===== src/rtl/core/bee_pkg.sv =====
// ----------------------------------------------------------------------------
// Band energy estimator package
// Shared widths, reset values, the queue entry type and the back-end states.
// ----------------------------------------------------------------------------
package bee_pkg;

	// default configuration of the block
	localparam int MAX_BANDS_DEF      = 64;
	localparam int COEF_BITS_DEF      = 24;
	localparam int MAX_BAND_WIDTH_DEF = 64;

	// fixed field widths
	localparam int COEF_W   = 24;
	localparam int ENERGY_W = 47;
	localparam int BAND_W   = 6;
	localparam int HBS_W    = 7;
	localparam int SUM_W    = 53;
	localparam int CNT_W    = 7;

	localparam logic [HBS_W-1:0] HBS_RESET = HBS_W'(62);

	// ratio for the near-Nyquist test: 30 = 32 - 2
	localparam int NYQ_W = SUM_W + 5;

	// divider: a padded dividend, several quotient bits per cycle
	localparam int DIV_BITS_PER_CYCLE = 8;
	localparam int DIV_CYCLES         = (SUM_W + DIV_BITS_PER_CYCLE - 1) / DIV_BITS_PER_CYCLE;
	localparam int DIV_W              = DIV_CYCLES * DIV_BITS_PER_CYCLE;
	localparam int DIV_CNT_W          = (DIV_CYCLES > 1) ? $clog2(DIV_CYCLES) : 1;

	// queue between front and back
	localparam int QUEUE_DEPTH = 2;
	localparam int QPTR_W      = (QUEUE_DEPTH > 1) ? $clog2(QUEUE_DEPTH) : 1;
	localparam int QCNT_W      = $clog2(QUEUE_DEPTH + 1);

	// one closed band, handed from front to back
	typedef struct packed {
		logic [SUM_W-1:0]  sum;
		logic [CNT_W-1:0]  count;
		logic [BAND_W-1:0] band;
		logic              last;
	} band_job_t;

	typedef enum logic [1:0] {
		BK_IDLE,
		BK_DIV,
		BK_SUM,
		BK_EMIT
	} back_state_t;

endpackage


===== src/rtl/core/bee_front.sv =====
// ----------------------------------------------------------------------------
// Band energy estimator front end
// Accepts coefficients, squares them and sums each band; closed bands are
// pushed to the queue with their count and band index.
// ----------------------------------------------------------------------------
module bee_front import bee_pkg::*; #(
	parameter int MAX_BANDS      = MAX_BANDS_DEF,
	parameter int COEF_BITS      = COEF_BITS_DEF,
	parameter int MAX_BAND_WIDTH = MAX_BAND_WIDTH_DEF
) (
	input  logic              clk,
	input  logic              arst_n,
	input  logic              in_valid,
	output logic              in_ready,
	input  logic [COEF_W-1:0] coefficient,
	input  logic              band_end,
	input  logic              frame_end,
	input  logic              q_full,
	output logic              q_push,
	output band_job_t         q_data
);

	localparam int SQ_W   = 2 * COEF_BITS - 1;
	localparam int ACC_W  = SQ_W + $clog2(MAX_BAND_WIDTH);
	localparam int BCNT_W = $clog2(MAX_BAND_WIDTH + 1);
	localparam int BIDX_W = $clog2(MAX_BANDS);

	logic [BCNT_W-1:0] count_q;
	logic [BIDX_W-1:0] band_q;
	logic [ACC_W-1:0]  acc_q;

	logic                 v_s1, take_s1, bend_s1, fend_s1;
	logic [COEF_BITS-1:0] mag_s1;
	logic [BCNT_W-1:0]    cnt_s1;
	logic [BIDX_W-1:0]    band_s1;

	logic              v_s2, bend_s2, fend_s2;
	logic [SQ_W-1:0]   sq_s2;
	logic [BCNT_W-1:0] cnt_s2;
	logic [BIDX_W-1:0] band_s2;

	logic                 en, take, close_in, close_s2;
	logic [COEF_BITS-1:0] raw, mag;
	logic [BCNT_W-1:0]    cnt_next;
	logic [2*COEF_BITS-1:0] prod;
	logic [ACC_W-1:0]     acc_sum;

	assign close_s2 = bend_s2 | fend_s2;
	// hold the whole pipe while a closed band waits for queue space
	assign en       = !(v_s2 && close_s2 && q_full);
	assign in_ready = en;

	assign raw      = coefficient[COEF_BITS-1:0];
	assign mag      = raw[COEF_BITS-1] ? (~raw + COEF_BITS'(1)) : raw;
	assign take     = count_q < BCNT_W'(MAX_BAND_WIDTH);
	assign cnt_next = count_q + BCNT_W'(take);
	assign close_in = band_end | frame_end;

	assign prod    = mag_s1 * mag_s1;
	assign acc_sum = acc_q + ACC_W'(sq_s2);

	assign q_push       = en && v_s2 && close_s2;
	assign q_data.sum   = SUM_W'(acc_sum);
	assign q_data.count = CNT_W'(cnt_s2);
	assign q_data.band  = BAND_W'(band_s2);
	assign q_data.last  = fend_s2;

	// band counters run at accept time
	always_ff @(posedge clk or negedge arst_n) begin
		if (!arst_n) begin
			count_q <= '0;
			band_q  <= '0;
		end else if (en && in_valid) begin
			count_q <= close_in ? '0 : cnt_next;
			if (frame_end) begin
				band_q <= '0;
			end else if (band_end && band_q != BIDX_W'(MAX_BANDS - 1)) begin
				band_q <= band_q + BIDX_W'(1);
			end
		end
	end

	always_ff @(posedge clk or negedge arst_n) begin
		if (!arst_n) begin
			v_s1  <= 1'b0;
			v_s2  <= 1'b0;
			acc_q <= '0;
		end else if (en) begin
			v_s1 <= in_valid;
			v_s2 <= v_s1;
			if (v_s2) begin
				acc_q <= close_s2 ? '0 : acc_sum;
			end
		end
	end

	always_ff @(posedge clk) begin
		if (en) begin
			mag_s1  <= take ? mag : '0;
			take_s1 <= take;
			bend_s1 <= band_end;
			fend_s1 <= frame_end;
			cnt_s1  <= cnt_next;
			band_s1 <= band_q;

			sq_s2   <= take_s1 ? prod[SQ_W-1:0] : '0;
			bend_s2 <= bend_s1;
			fend_s2 <= fend_s1;
			cnt_s2  <= cnt_s1;
			band_s2 <= band_s1;
		end
	end

endmodule


===== src/rtl/core/bee_queue.sv =====
// ----------------------------------------------------------------------------
// Band energy estimator queue
// Short register FIFO of closed bands between front and back.
// ----------------------------------------------------------------------------
module bee_queue import bee_pkg::*; (
	input  logic      clk,
	input  logic      arst_n,
	input  logic      push,
	input  band_job_t push_data,
	input  logic      pop,
	output band_job_t head,
	output logic      full,
	output logic      empty
);

	band_job_t         slot_q [QUEUE_DEPTH];
	logic [QPTR_W-1:0] wr_q, rd_q;
	logic [QCNT_W-1:0] cnt_q;

	assign full  = cnt_q == QCNT_W'(QUEUE_DEPTH);
	assign empty = cnt_q == '0;
	assign head  = slot_q[rd_q];

	always_ff @(posedge clk or negedge arst_n) begin
		if (!arst_n) begin
			wr_q  <= '0;
			rd_q  <= '0;
			cnt_q <= '0;
		end else begin
			if (push) begin
				wr_q <= (wr_q == QPTR_W'(QUEUE_DEPTH - 1)) ? '0 : wr_q + QPTR_W'(1);
			end
			if (pop) begin
				rd_q <= (rd_q == QPTR_W'(QUEUE_DEPTH - 1)) ? '0 : rd_q + QPTR_W'(1);
			end
			if (push && !pop) begin
				cnt_q <= cnt_q + QCNT_W'(1);
			end else if (pop && !push) begin
				cnt_q <= cnt_q - QCNT_W'(1);
			end
		end
	end

	always_ff @(posedge clk) begin
		if (push) begin
			slot_q[wr_q] <= push_data;
		end
	end

`ifndef SYNTHESIS
	a_no_overflow: assert property (@(posedge clk) disable iff (!arst_n)
		push |-> !full)
		else $error("push into a full band queue");

	a_no_underflow: assert property (@(posedge clk) disable iff (!arst_n)
		pop |-> !empty)
		else $error("pop from an empty band queue");
`endif

endmodule


===== src/rtl/core/bee_back.sv =====
// ----------------------------------------------------------------------------
// Band energy estimator back end
// Divides each band sum by its count, keeps the low and high frame sums and
// delivers one result per band through an output register.
// ----------------------------------------------------------------------------
module bee_back import bee_pkg::*; (
	input  logic                clk,
	input  logic                arst_n,
	input  logic [HBS_W-1:0]    high_band_start,
	input  band_job_t           q_head,
	input  logic                q_empty,
	output logic                q_pop,
	output logic                out_valid,
	input  logic                out_ready,
	output logic [ENERGY_W-1:0] band_energy,
	output logic [BAND_W-1:0]   band_number,
	output logic                near_nyquist,
	output logic                last_of_frame
);

	back_state_t state_q, state_d;

	logic [DIV_CNT_W-1:0] div_cnt_q;
	logic [DIV_W-1:0]     quo_q, quo_d;
	logic [CNT_W-1:0]     rem_q, rem_d, div_q;
	logic [BAND_W-1:0]    band_q;
	logic                 last_q;
	logic [SUM_W-1:0]     low_q, high_q;
	logic                 out_valid_q;

	logic [ENERGY_W-1:0] energy;
	logic [SUM_W:0]      low_add, high_add;
	logic [NYQ_W-1:0]    low30;
	logic                flag, emit, is_high;

	assign energy  = quo_q[ENERGY_W-1:0];
	assign is_high = {1'b0, band_q} >= high_band_start;
	assign low_add  = {1'b0, low_q}  + (SUM_W + 1)'(energy);
	assign high_add = {1'b0, high_q} + (SUM_W + 1)'(energy);
	assign low30   = {low_q, 5'b0} - {4'b0, low_q, 1'b0};
	assign flag    = (NYQ_W'(high_q) > low30);
	assign out_valid = out_valid_q;

	// several restoring-division steps per cycle on a narrow remainder
	always_comb begin
		logic [CNT_W:0] t;
		rem_d = rem_q;
		quo_d = quo_q;
		for (int i = 0; i < DIV_BITS_PER_CYCLE; i++) begin
			t     = {rem_d, quo_d[DIV_W-1]};
			quo_d = {quo_d[DIV_W-2:0], 1'b0};
			if (t >= {1'b0, div_q}) begin
				rem_d    = CNT_W'(t - {1'b0, div_q});
				quo_d[0] = 1'b1;
			end else begin
				rem_d = t[CNT_W-1:0];
			end
		end
	end

	always_comb begin
		state_d = state_q;
		q_pop   = 1'b0;
		emit    = 1'b0;
		case (state_q)
			BK_IDLE: begin
				if (!q_empty) begin
					q_pop   = 1'b1;
					state_d = BK_DIV;
				end
			end
			BK_DIV: begin
				if (div_cnt_q == DIV_CNT_W'(DIV_CYCLES - 1)) begin
					state_d = BK_SUM;
				end
			end
			BK_SUM: begin
				state_d = BK_EMIT;
			end
			BK_EMIT: begin
				if (!out_valid_q || out_ready) begin
					emit    = 1'b1;
					state_d = BK_IDLE;
				end
			end
			default: begin
				state_d = BK_IDLE;
			end
		endcase
	end

	always_ff @(posedge clk or negedge arst_n) begin
		if (!arst_n) begin
			state_q     <= BK_IDLE;
			div_cnt_q   <= '0;
			low_q       <= '0;
			high_q      <= '0;
			out_valid_q <= 1'b0;
		end else begin
			state_q <= state_d;
			if (q_pop) begin
				div_cnt_q <= '0;
			end else if (state_q == BK_DIV) begin
				div_cnt_q <= div_cnt_q + DIV_CNT_W'(1);
			end
			if (state_q == BK_SUM) begin
				if (is_high) begin
					high_q <= high_add[SUM_W] ? '1 : high_add[SUM_W-1:0];
				end else begin
					low_q <= low_add[SUM_W] ? '1 : low_add[SUM_W-1:0];
				end
			end
			if (emit && last_q) begin
				low_q  <= '0;
				high_q <= '0;
			end
			if (emit) begin
				out_valid_q <= 1'b1;
			end else if (out_ready) begin
				out_valid_q <= 1'b0;
			end
		end
	end

	always_ff @(posedge clk) begin
		if (q_pop) begin
			quo_q  <= DIV_W'(q_head.sum);
			rem_q  <= '0;
			div_q  <= q_head.count;
			band_q <= q_head.band;
			last_q <= q_head.last;
		end else if (state_q == BK_DIV) begin
			quo_q <= quo_d;
			rem_q <= rem_d;
		end
		if (emit) begin
			band_energy   <= energy;
			band_number   <= band_q;
			near_nyquist  <= last_q & flag;
			last_of_frame <= last_q;
		end
	end

`ifndef SYNTHESIS
	a_rem_below_divisor: assert property (@(posedge clk) disable iff (!arst_n)
		(state_q == BK_DIV) |-> (rem_q < div_q))
		else $error("division remainder not below divisor");

	a_frame_clears_sums: assert property (@(posedge clk) disable iff (!arst_n)
		(emit && last_q) |=> (low_q == '0 && high_q == '0))
		else $error("frame sums not cleared after last band");

	a_emit_keeps_result: assert property (@(posedge clk) disable iff (!arst_n)
		(out_valid_q && !out_ready) |-> !emit)
		else $error("result overwritten while waiting");
`endif

endmodule


===== src/rtl/core/band_energy_estimator.sv =====
// Band energy estimator. Coefficients (signed Q1.23) enter one per cycle on
// the input channel unless the front stalls, each marked with band_end and
// frame_end; frame_end also closes the open band. Each band yields one
// transaction on the output channel: the truncated mean square of its
// coefficients (unsigned Q1.46), its index within the frame and, on the
// frame's last band, last_of_frame and the near_nyquist flag (high-band
// energy sum above 30 times the low-band sum, bands from high_band_start
// upward counting as high). Coefficients past MAX_BAND_WIDTH in one band
// are dropped from its mean; band indexes stop at MAX_BANDS-1. The back end
// pops each closed band, divides it (eight quotient bits per cycle on a
// 56-bit dividend), updates the frame sums and emits. A two-entry queue
// lets the front keep taking coefficients while the back end divides; the
// front stalls only when a band closes with the queue full. The output
// register holds a finished result while the next band is worked on. The
// always-ready configuration channel writes high_band_start; the user must
// do so only while the block is idle, which the block does not enforce.
// ----------------------------------------------------------------------------
// Band energy estimator top level
// Configuration register, front end, band queue and back end.
// ----------------------------------------------------------------------------
module band_energy_estimator import bee_pkg::*; #(
	parameter int MAX_BANDS      = MAX_BANDS_DEF,
	parameter int COEF_BITS      = COEF_BITS_DEF,
	parameter int MAX_BAND_WIDTH = MAX_BAND_WIDTH_DEF
) (
	input  logic                clk,
	input  logic                arst_n,
	input  logic                cfg_valid,
	output logic                cfg_ready,
	input  logic [HBS_W-1:0]    cfg_data,
	input  logic                in_valid,
	output logic                in_ready,
	input  logic [COEF_W-1:0]   coefficient,
	input  logic                band_end,
	input  logic                frame_end,
	output logic                out_valid,
	input  logic                out_ready,
	output logic [ENERGY_W-1:0] band_energy,
	output logic [BAND_W-1:0]   band_number,
	output logic                near_nyquist,
	output logic                last_of_frame
);

	logic [HBS_W-1:0] hbs_q;
	logic             q_push, q_pop, q_full, q_empty;
	band_job_t        q_in, q_head;

	// the register write is always accepted and is registered in hbs_q
	assign cfg_ready = 1'b1;

	always_ff @(posedge clk or negedge arst_n) begin
		if (!arst_n) begin
			hbs_q <= HBS_RESET;
		end else if (cfg_valid) begin
			hbs_q <= cfg_data;
		end
	end

	// square and sum each band, push it when it closes
	bee_front #(
		.MAX_BANDS      (MAX_BANDS),
		.COEF_BITS      (COEF_BITS),
		.MAX_BAND_WIDTH (MAX_BAND_WIDTH)
	) u_front (
		.clk         (clk),
		.arst_n      (arst_n),
		.in_valid    (in_valid),
		.in_ready    (in_ready),
		.coefficient (coefficient),
		.band_end    (band_end),
		.frame_end   (frame_end),
		.q_full      (q_full),
		.q_push      (q_push),
		.q_data      (q_in)
	);

	// decouple front and back so each can stall on its own
	bee_queue u_queue (
		.clk       (clk),
		.arst_n    (arst_n),
		.push      (q_push),
		.push_data (q_in),
		.pop       (q_pop),
		.head      (q_head),
		.full      (q_full),
		.empty     (q_empty)
	);

	// divide, update frame sums, deliver results
	bee_back u_back (
		.clk             (clk),
		.arst_n          (arst_n),
		.high_band_start (hbs_q),
		.q_head          (q_head),
		.q_empty         (q_empty),
		.q_pop           (q_pop),
		.out_valid       (out_valid),
		.out_ready       (out_ready),
		.band_energy     (band_energy),
		.band_number     (band_number),
		.near_nyquist    (near_nyquist),
		.last_of_frame   (last_of_frame)
	);

endmodule


===== config.mk =====
export PLATFORM = sky130hd
export DESIGN_NAME = band_energy_estimator
export DESIGN_NICKNAME = d
export VERILOG_FILES = /design/src/rtl/core/bee_pkg.sv /design/src/rtl/core/bee_front.sv /design/src/rtl/core/bee_queue.sv /design/src/rtl/core/bee_back.sv /design/src/rtl/core/band_energy_estimator.sv
export SDC_FILE = /design/constraint.sdc
export NUM_CORES = 2
export LEC_CHECK = 0
export ABC_CLOCK_PERIOD_IN_PS = 47300
export BUFFER_PORTS_ARGS = -buffer_cell sky130_fd_sc_hd__buf_2
export CORE_UTILIZATION = 45
export CTS_CLUSTER_SIZE = 25
export DETAILED_ROUTE_END_ITERATION = 10
export GPL_TIMING_DRIVEN = 0
export PLACE_DENSITY_LB_ADDON = 0.15
export SLEW_MARGIN = 20
export SYNTH_ARGS = -nofsm -noshare
export SYNTH_HDL_FRONTEND = slang
export SYNTH_SLANG_ARGS = --single-unit

===== constraint.sdc =====
create_clock -name clk -period 47.3 [get_ports clk]
set_input_delay 9.46 -clock clk [delete_from_list [all_inputs] [get_ports clk]]
set_output_delay 9.46 -clock clk [all_outputs]
set_load 0.01 [all_outputs]

# [Yosys cells after proc, flatten, opt, wreduce, memory -nomap -nowiden]
# Memories as Yosys holds them, arrays and structs flattened.
# Index checks and enable logic that the tools add are counted.
[op_classes] add_sub_neg=20 n_mul=1 order_cmp=11 n_eq_ne=10 muxes=49 n_bitwise=5 n_reduce_logical=28
[op_table] op="53-bit two-way mux" count=11
[op_table] op="53-bit by 47-bit adder with 54-bit output" count=2
[op_table] op="8-bit by 7-bit greater-or-equal comparator with 1-bit output" count=8
[op_table] op="7-bit two-way mux" count=9
[op_table] op="53-bit by 58-bit > comparator with 1-bit output" count=1
[op_table] op="58-bit by 54-bit subtractor with 58-bit output" count=1
[op_table] op="7-bit subtractor" count=8
[op_table] op="53-bit by 47-bit adder with 53-bit output" count=1
[op_table] op="24-bit by 24-bit multiplier with 47-bit output" count=1
[op_table] op="24-bit by 1-bit adder with 24-bit output, second input constant" count=1
[op_table] op="24-bit NOT" count=1
[op_table] op="23-bit two-way mux" count=1
[op_table] op="1-bit two-way mux" count=18
[op_table] op="6-bit two-way mux" count=2
[op_table] op="2-bit nonzero test" count=6
[op_table] op="2-bit two-way mux" count=5
[op_table] op="2-bit AND reduction" count=5
[op_table] op="1-bit logical AND" count=9
[op_table] op="2-bit one-hot mux with 4 select lines" count=1
[op_table] op="7-bit by 1-bit adder with 7-bit output" count=1
[op_table] op="6-bit by 7-bit greater-or-equal comparator with 1-bit output" count=1
[op_table] op="7-bit < comparator, second input constant" count=1
[op_table] op="6-bit by 1-bit adder with 6-bit output, second input constant" count=1
[op_table] op="2-bit == test, second input constant" count=3
[op_table] op="17 further kinds" count=26
[totals] ff_bits=425 mem_bits_rw=134 inputBits=38 elab_cells=161 memories=1
[mem_list] memory="u_queue.slot_q" words=2 word_bits=67 rd=1 rd_ports_with_merged_regs=0 write_ports=1 line_no="bee_queue.sv:16" source="band_job_t slot_q [QUEUE_DEPTH];"

# [Depth between registers and ports, before layout]
[logic_depth] depth_word=18 ltp_mapped=82 depth_no_buf=79

# [Hierarchy]
# A second synthesis with hierarchy kept.
[hier_totals] hier_cells=5304 hier_area_um2=52271.4
[modules_own_cells] module="bee_front" n_inst=1 cells_each=2627 area_each_um2=25523.2 seq_area_each_um2=4734.5
[modules_own_cells] module="bee_back" n_inst=1 cells_each=2435 area_each_um2=21326.7 seq_area_each_um2=6666.4
[modules_own_cells] module="bee_queue" n_inst=1 cells_each=225 area_each_um2=5112.4 seq_area_each_um2=4124.0
[modules_own_cells] module="band_energy_estimator" n_inst=1 cells_each=17 area_each_um2=309.0 seq_area_each_um2=181.4

# [Least setup slack after synthesis]
# Ideal clock, no wire load.
[synth_timing] path_kind="reg2reg" from="register u_back.div_q[1]" to="register u_back.quo_q[0] (data pin)" arrival_time_ps=15379 t_required_ps=47007 path_slack_ps=31628 path_stages_with_launch=79 period_less_slack_ps=15672 path_cell_list="edfxtp_1 inv_1 fa_1 a211oi_2 o21a_1 o21ai_2 mux2_2 ha_1 nor2b_1 o31a_1 o311a_1 a211oi_4 clkbuf_1 nor2b_1 a21oi_1 inv_1 fa_1 nor2b_1 (+43 left out) a21o_1 a21o_1 o21a_1 a311o_1 a21oi_1 nand2_4 mux2i_1 ha_1 nor2b_1 o21ai_0 nand2b_1 a21o_1 a21oi_1 o21ai_0 a21oi_1 o211ai_4 nor2_1 a21oi_1"
[synth_via] elab_chain_cells=18 elab_cells_between_ends=25 classes_between="add/sub: 7; order compare: 8; mux: 10"
[synth_rtl] item="from (decl)" line_no="bee_back.sv:25" source="logic [CNT_W-1:0] rem_q, rem_d, div_q;"
[synth_rtl] item="from (signal assigned)" line_no="bee_back.sv:129" source="div_q <= q_head.count;"
[synth_rtl] item="7-bit subtractor / 8-bit by 7-bit greater-or-equal comparator with 1-bit output (equally long branches)" line_no="bee_back.sv:53, bee_back.sv:52"
[synth_rtl] item="7-bit two-way mux" line_no="bee_back.sv:52" source="if (t >= {1'b0, div_q}) begin"
[synth_rtl] item="7-bit subtractor / 8-bit by 7-bit greater-or-equal comparator with 1-bit output (equally long branches)" line_no="bee_back.sv:53, bee_back.sv:52"
[synth_rtl] item="7-bit two-way mux" line_no="bee_back.sv:52"
[synth_rtl] item="7-bit subtractor / 8-bit by 7-bit greater-or-equal comparator with 1-bit output (equally long branches)" line_no="bee_back.sv:53, bee_back.sv:52"
[synth_rtl] item="7-bit two-way mux" line_no="bee_back.sv:52"
[synth_rtl] item="7-bit subtractor / 8-bit by 7-bit greater-or-equal comparator with 1-bit output (equally long branches)" line_no="bee_back.sv:53, bee_back.sv:52"
[synth_rtl] item="7-bit two-way mux" line_no="bee_back.sv:52"
[synth_rtl] item="(+2 left out)"
[synth_rtl] item="7-bit subtractor / 8-bit by 7-bit greater-or-equal comparator with 1-bit output (equally long branches)" line_no="bee_back.sv:53, bee_back.sv:52"
[synth_rtl] item="7-bit two-way mux" line_no="bee_back.sv:52"
[synth_rtl] item="8-bit by 7-bit greater-or-equal comparator with 1-bit output / 7-bit subtractor (equally long branches)" line_no="bee_back.sv:52, bee_back.sv:53"
[synth_rtl] item="7-bit two-way mux" line_no="bee_back.sv:52"
[synth_rtl] item="8-bit by 7-bit greater-or-equal comparator with 1-bit output *" line_no="bee_back.sv:52"
[synth_rtl] item="1-bit two-way mux *" line_no="bee_back.sv:52"
[synth_rtl] item="53-bit two-way mux *" line_no="bee_back.sv:132" source="end else if (state_q == BK_DIV) begin"
[synth_rtl] item="53-bit two-way mux *" line_no="bee_back.sv:126" source="if (q_pop) begin"
[synth_rtl] item="to (signal assigned)" line_no="bee_back.sv:127" source="quo_q <= DIV_W'(q_head.sum);"
[synth_rtl] item="to (signal assigned)" line_no="bee_back.sv:133" source="quo_q <= quo_d;"
[synth_rtl] item="to (decl)" line_no="bee_back.sv:24" source="logic [DIV_W-1:0] quo_q, quo_d;"
# Mark *: on every way between the ends. The rest lies on a longest branch, timed or not. The select of a mux whose other input is x is not followed.
# A chain may end at the register's enable or synchronous reset.

# [Worst setup path in the final report]
# Same ends and word-level chain as after synthesis.

==> impl_results.md <==
* Largest net degree at the start of global routing at 81
* TritonCTS clock tree: yes
* Fin. Hold Viols at 0
* Yosys top cell area share at 21.1%
* Number of diodes at 0
* Routed Antenna Nets at 0
* Largest area contributor in the netlist: edfxtp_1
* Share of cells above drive strength 1 at 6.13%
* Hold_buf cts at 0
* GR Layer Usage met3 at 2.78%
* Final Setup Violations at 0
* #FFs+latches synth at 558
* Later-pin clock latency in the skew report at 0.65 ns
* Antenna violations before repair at 2
* GR peak layer: met2
* Crit end category: flip-flop
* Starting DRT DRC Count at 2,191
* Residual DRC at 0
* Worst-margin pin slew at 1.15 ns
* Slew Viols, Final at 0
* Postcts setup bufs at 0
* Max incr delay on CP at 0.84 ns
* Post-Syn Area at 50,900 um2
* Max Freq at 0.0504 GHz
* Simple-gate share of the synthesized area at 11.5%
* Period Utilization, post-route at 42.0%
* Core area at 111,000 um2
* Mux share of post-synthesis cell area at 2.36%
* Ys async rst share at 34.2%
* Status: finished, final reports clean
* DR WL/cell at 19.6 um
* Crit Path Max Fanout at 10
* Synth Area in Compound Gates at 14.9%
* Setup tns final at 0 ns
* Fin crit period at 19.85 ns
* DR pass1 iterations at 6
* Largest family of logic cells by synthesized area: adder cells
* DIE WIDTH at 338 um
* Hold Crit Class: reg -> reg
* CP startpoint kind: flip-flop
* Relative slew slack at 22.5%
* Global-route wire length before repair at 211,000 um
* Vias/cell at 5.39
* Synth warn at 0
* Port bufs at 94
* Data required, critical path at 47.66 ns
* Root Buffer: clkbuf_16
* Layout Skew at 0.0354 ns
* GPL Wtd Cong at 0.903
* Max clock buf depth at 3
* Clock Pin Slew Worst Setup and Hold Paths at 0.06 ns
* Synth Area in XOR/XNOR at 5.11%
* Die ar. at 114,000 um2
* IO Count at 96
* Synth Instances at 5,082
* CTS Sinks at 558
* Slowest stage cell, crit path: edfxtp_1
* Final HPWL DP at 107,000 um
* Die Y at 338 um
* Remaining Overflow, GRT at 0
* Synth-to-Final Area Change at 9.93%
* Met1 Resource Use GR at 30.8%
* MaxCap Viol Count at 0
* Overall Global Routing Usage at 23.5%
* Post-synthesis sequential area ratio at 30.9%
* Vias in the first global route at 37,866
* Arrival time worst endpoint at 20.21 ns
* Yosys cell types at 87
* Critical setup path kind: reg -> reg
* RSZ-0062 raised after global routing: no
* GR met2 Demand/Resource at 40.1%
* Starting Density at 45.7%
* Synth Area in Adders at 29.0%
* Top FF cell, synth: edfxtp_1
* H-tree Lvls at 3
* Post-synth EDFFs at 357
* Synth area leaders: edfxtp_1 21%, fa_1 17%, ha_1 12%, dfrtp_1 9.1%, inv_1 5.0%
* Via Count at 36,733
* CTS resizes at 0
* Total CTS buffers at 70
* Syn_area_per_cell at 10.0 um2
* Post-Route WL at 133,000 um
* Final #Nets at 6,223
* Syn_nets at 6,042
* FP Rows at 122
[synth_stat cells, types with 52 or more instances]
master	number
a21o_1	175
a21oi_1	311
a22o_1	57
a31oi_1	68
and2_1	203
clkbuf_1	154
dfrtp_1	186
edfxtp_1	357
fa_1	432
ha_1	490
inv_1	678
mux2i_1	77
nand2_1	373
nand2b_1	55
nand3_1	57
nand4_1	52
nor2_1	219
nor2b_1	56
o21ai_0	275
o21bai_1	52
xnor2_1	165
xor2_1	132
[layer usage]
layer  routed length [um]  share of wire (%)
met1                60000                 45
met2                63300                 48
met3                 5510                4.1
met4                 4420                3.3
met5                    0                  0
[final cells by class]
class	count	area, um2
plain buffers	166	636
clock buffers	89	1980
clock inverters	41	484
fillers	10425	55500
inverters	678	2540
multi-input cells	3680	32000
flip-flops and latches	558	15700
well taps	1488	1860
repair buffers	109	707
[path summary, 6_finish.rpt]
check	cells after the start	startpoint	slack (ns)	end
hold reg to reg	0	u_front.band_s1[5]$_DFFE_PN_	0.42	u_front.band_s2[5]$_DFFE_PN_
max in group asynchronous	3	arst_n	37.36	hbs_q[4]$_DFFE_PN1P_
min in group asynchronous	1	arst_n	8.72	u_back.low_q[7]$_DFFE_PN0P_
setup reg to reg	75	u_back.div_q[1]$_DFFE_PP_	27.45	u_back.quo_q[0]$_DFFE_PP_
hold / removal	0	u_front.band_s1[5]$_DFFE_PN_	0.42	u_front.band_s2[5]$_DFFE_PN_
setup / recovery	75	u_back.div_q[1]$_DFFE_PP_	27.45	u_back.quo_q[0]$_DFFE_PP_
[critical path, delay by kind of cell, from the launching register on]
family                     cells  cell delay (ns)
and+or+nand+nor               18             3.13
muxes                          5             1.48
DFF                            1             0.84
AOI/OAI and AO/OA             39             9.37
buffers and inverters          5             1.61
adders and majority gates      8             3.10
[cell usage in the layout, fill, tap and decap left out, drive strengths merged, types with 203 or more instances in the layout]
| master | instances |
|---|---|
| nor2 | 219 |
| fa | 432 |
| nand2 | 374 |
| edfxtp | 357 |
| inv | 685 |
| a21oi | 311 |
| and2 | 203 |
| o21ai | 278 |
| ha | 490 |
| clkbuf | 243 |
[cells by family (layout without fill, tap and decap cells)]
family,after synthesis,in the layout
simple gates,1168,1168
fa+ha+maj,922,922
flops,558,558
other cells,1,1
xor+xnor,297,297
mux,115,115
buf+inv,844,1083
compound gates,1177,1177
[flip-flops by register name (all words and copies together), names as in the netlist, 24 cells and up]
signal / cells
u_queue.slot_q: 134
u_front.acc_q: 53
u_back.band_energy: 47
u_back.quo_q: 56
u_front.mag_s1: 24
u_front.sq_s2: 46
u_back.low_q: 53
u_back.high_q: 53
[through the flow]
stage          util, %  setup WS (ns)  cell area [um2]  cells  hold slack, ns
4_1_cts           50.2          27.52            55900   6809           0.421
6_report          50.2          27.45            55900   6809           0.417
3_5_place_dp      48.0          27.62            53500   6679           0.405
5_1_grt           50.2          25.95            55900   6809           0.426
3_3_place_gp      47.8          27.53            53200   6664           0.401
2_1_floorplan        -          31.63            50900   5082           0.400
Power is not shown: default switching activity piles up to over one toggle a cycle in this logic, so the estimate is an artifact.
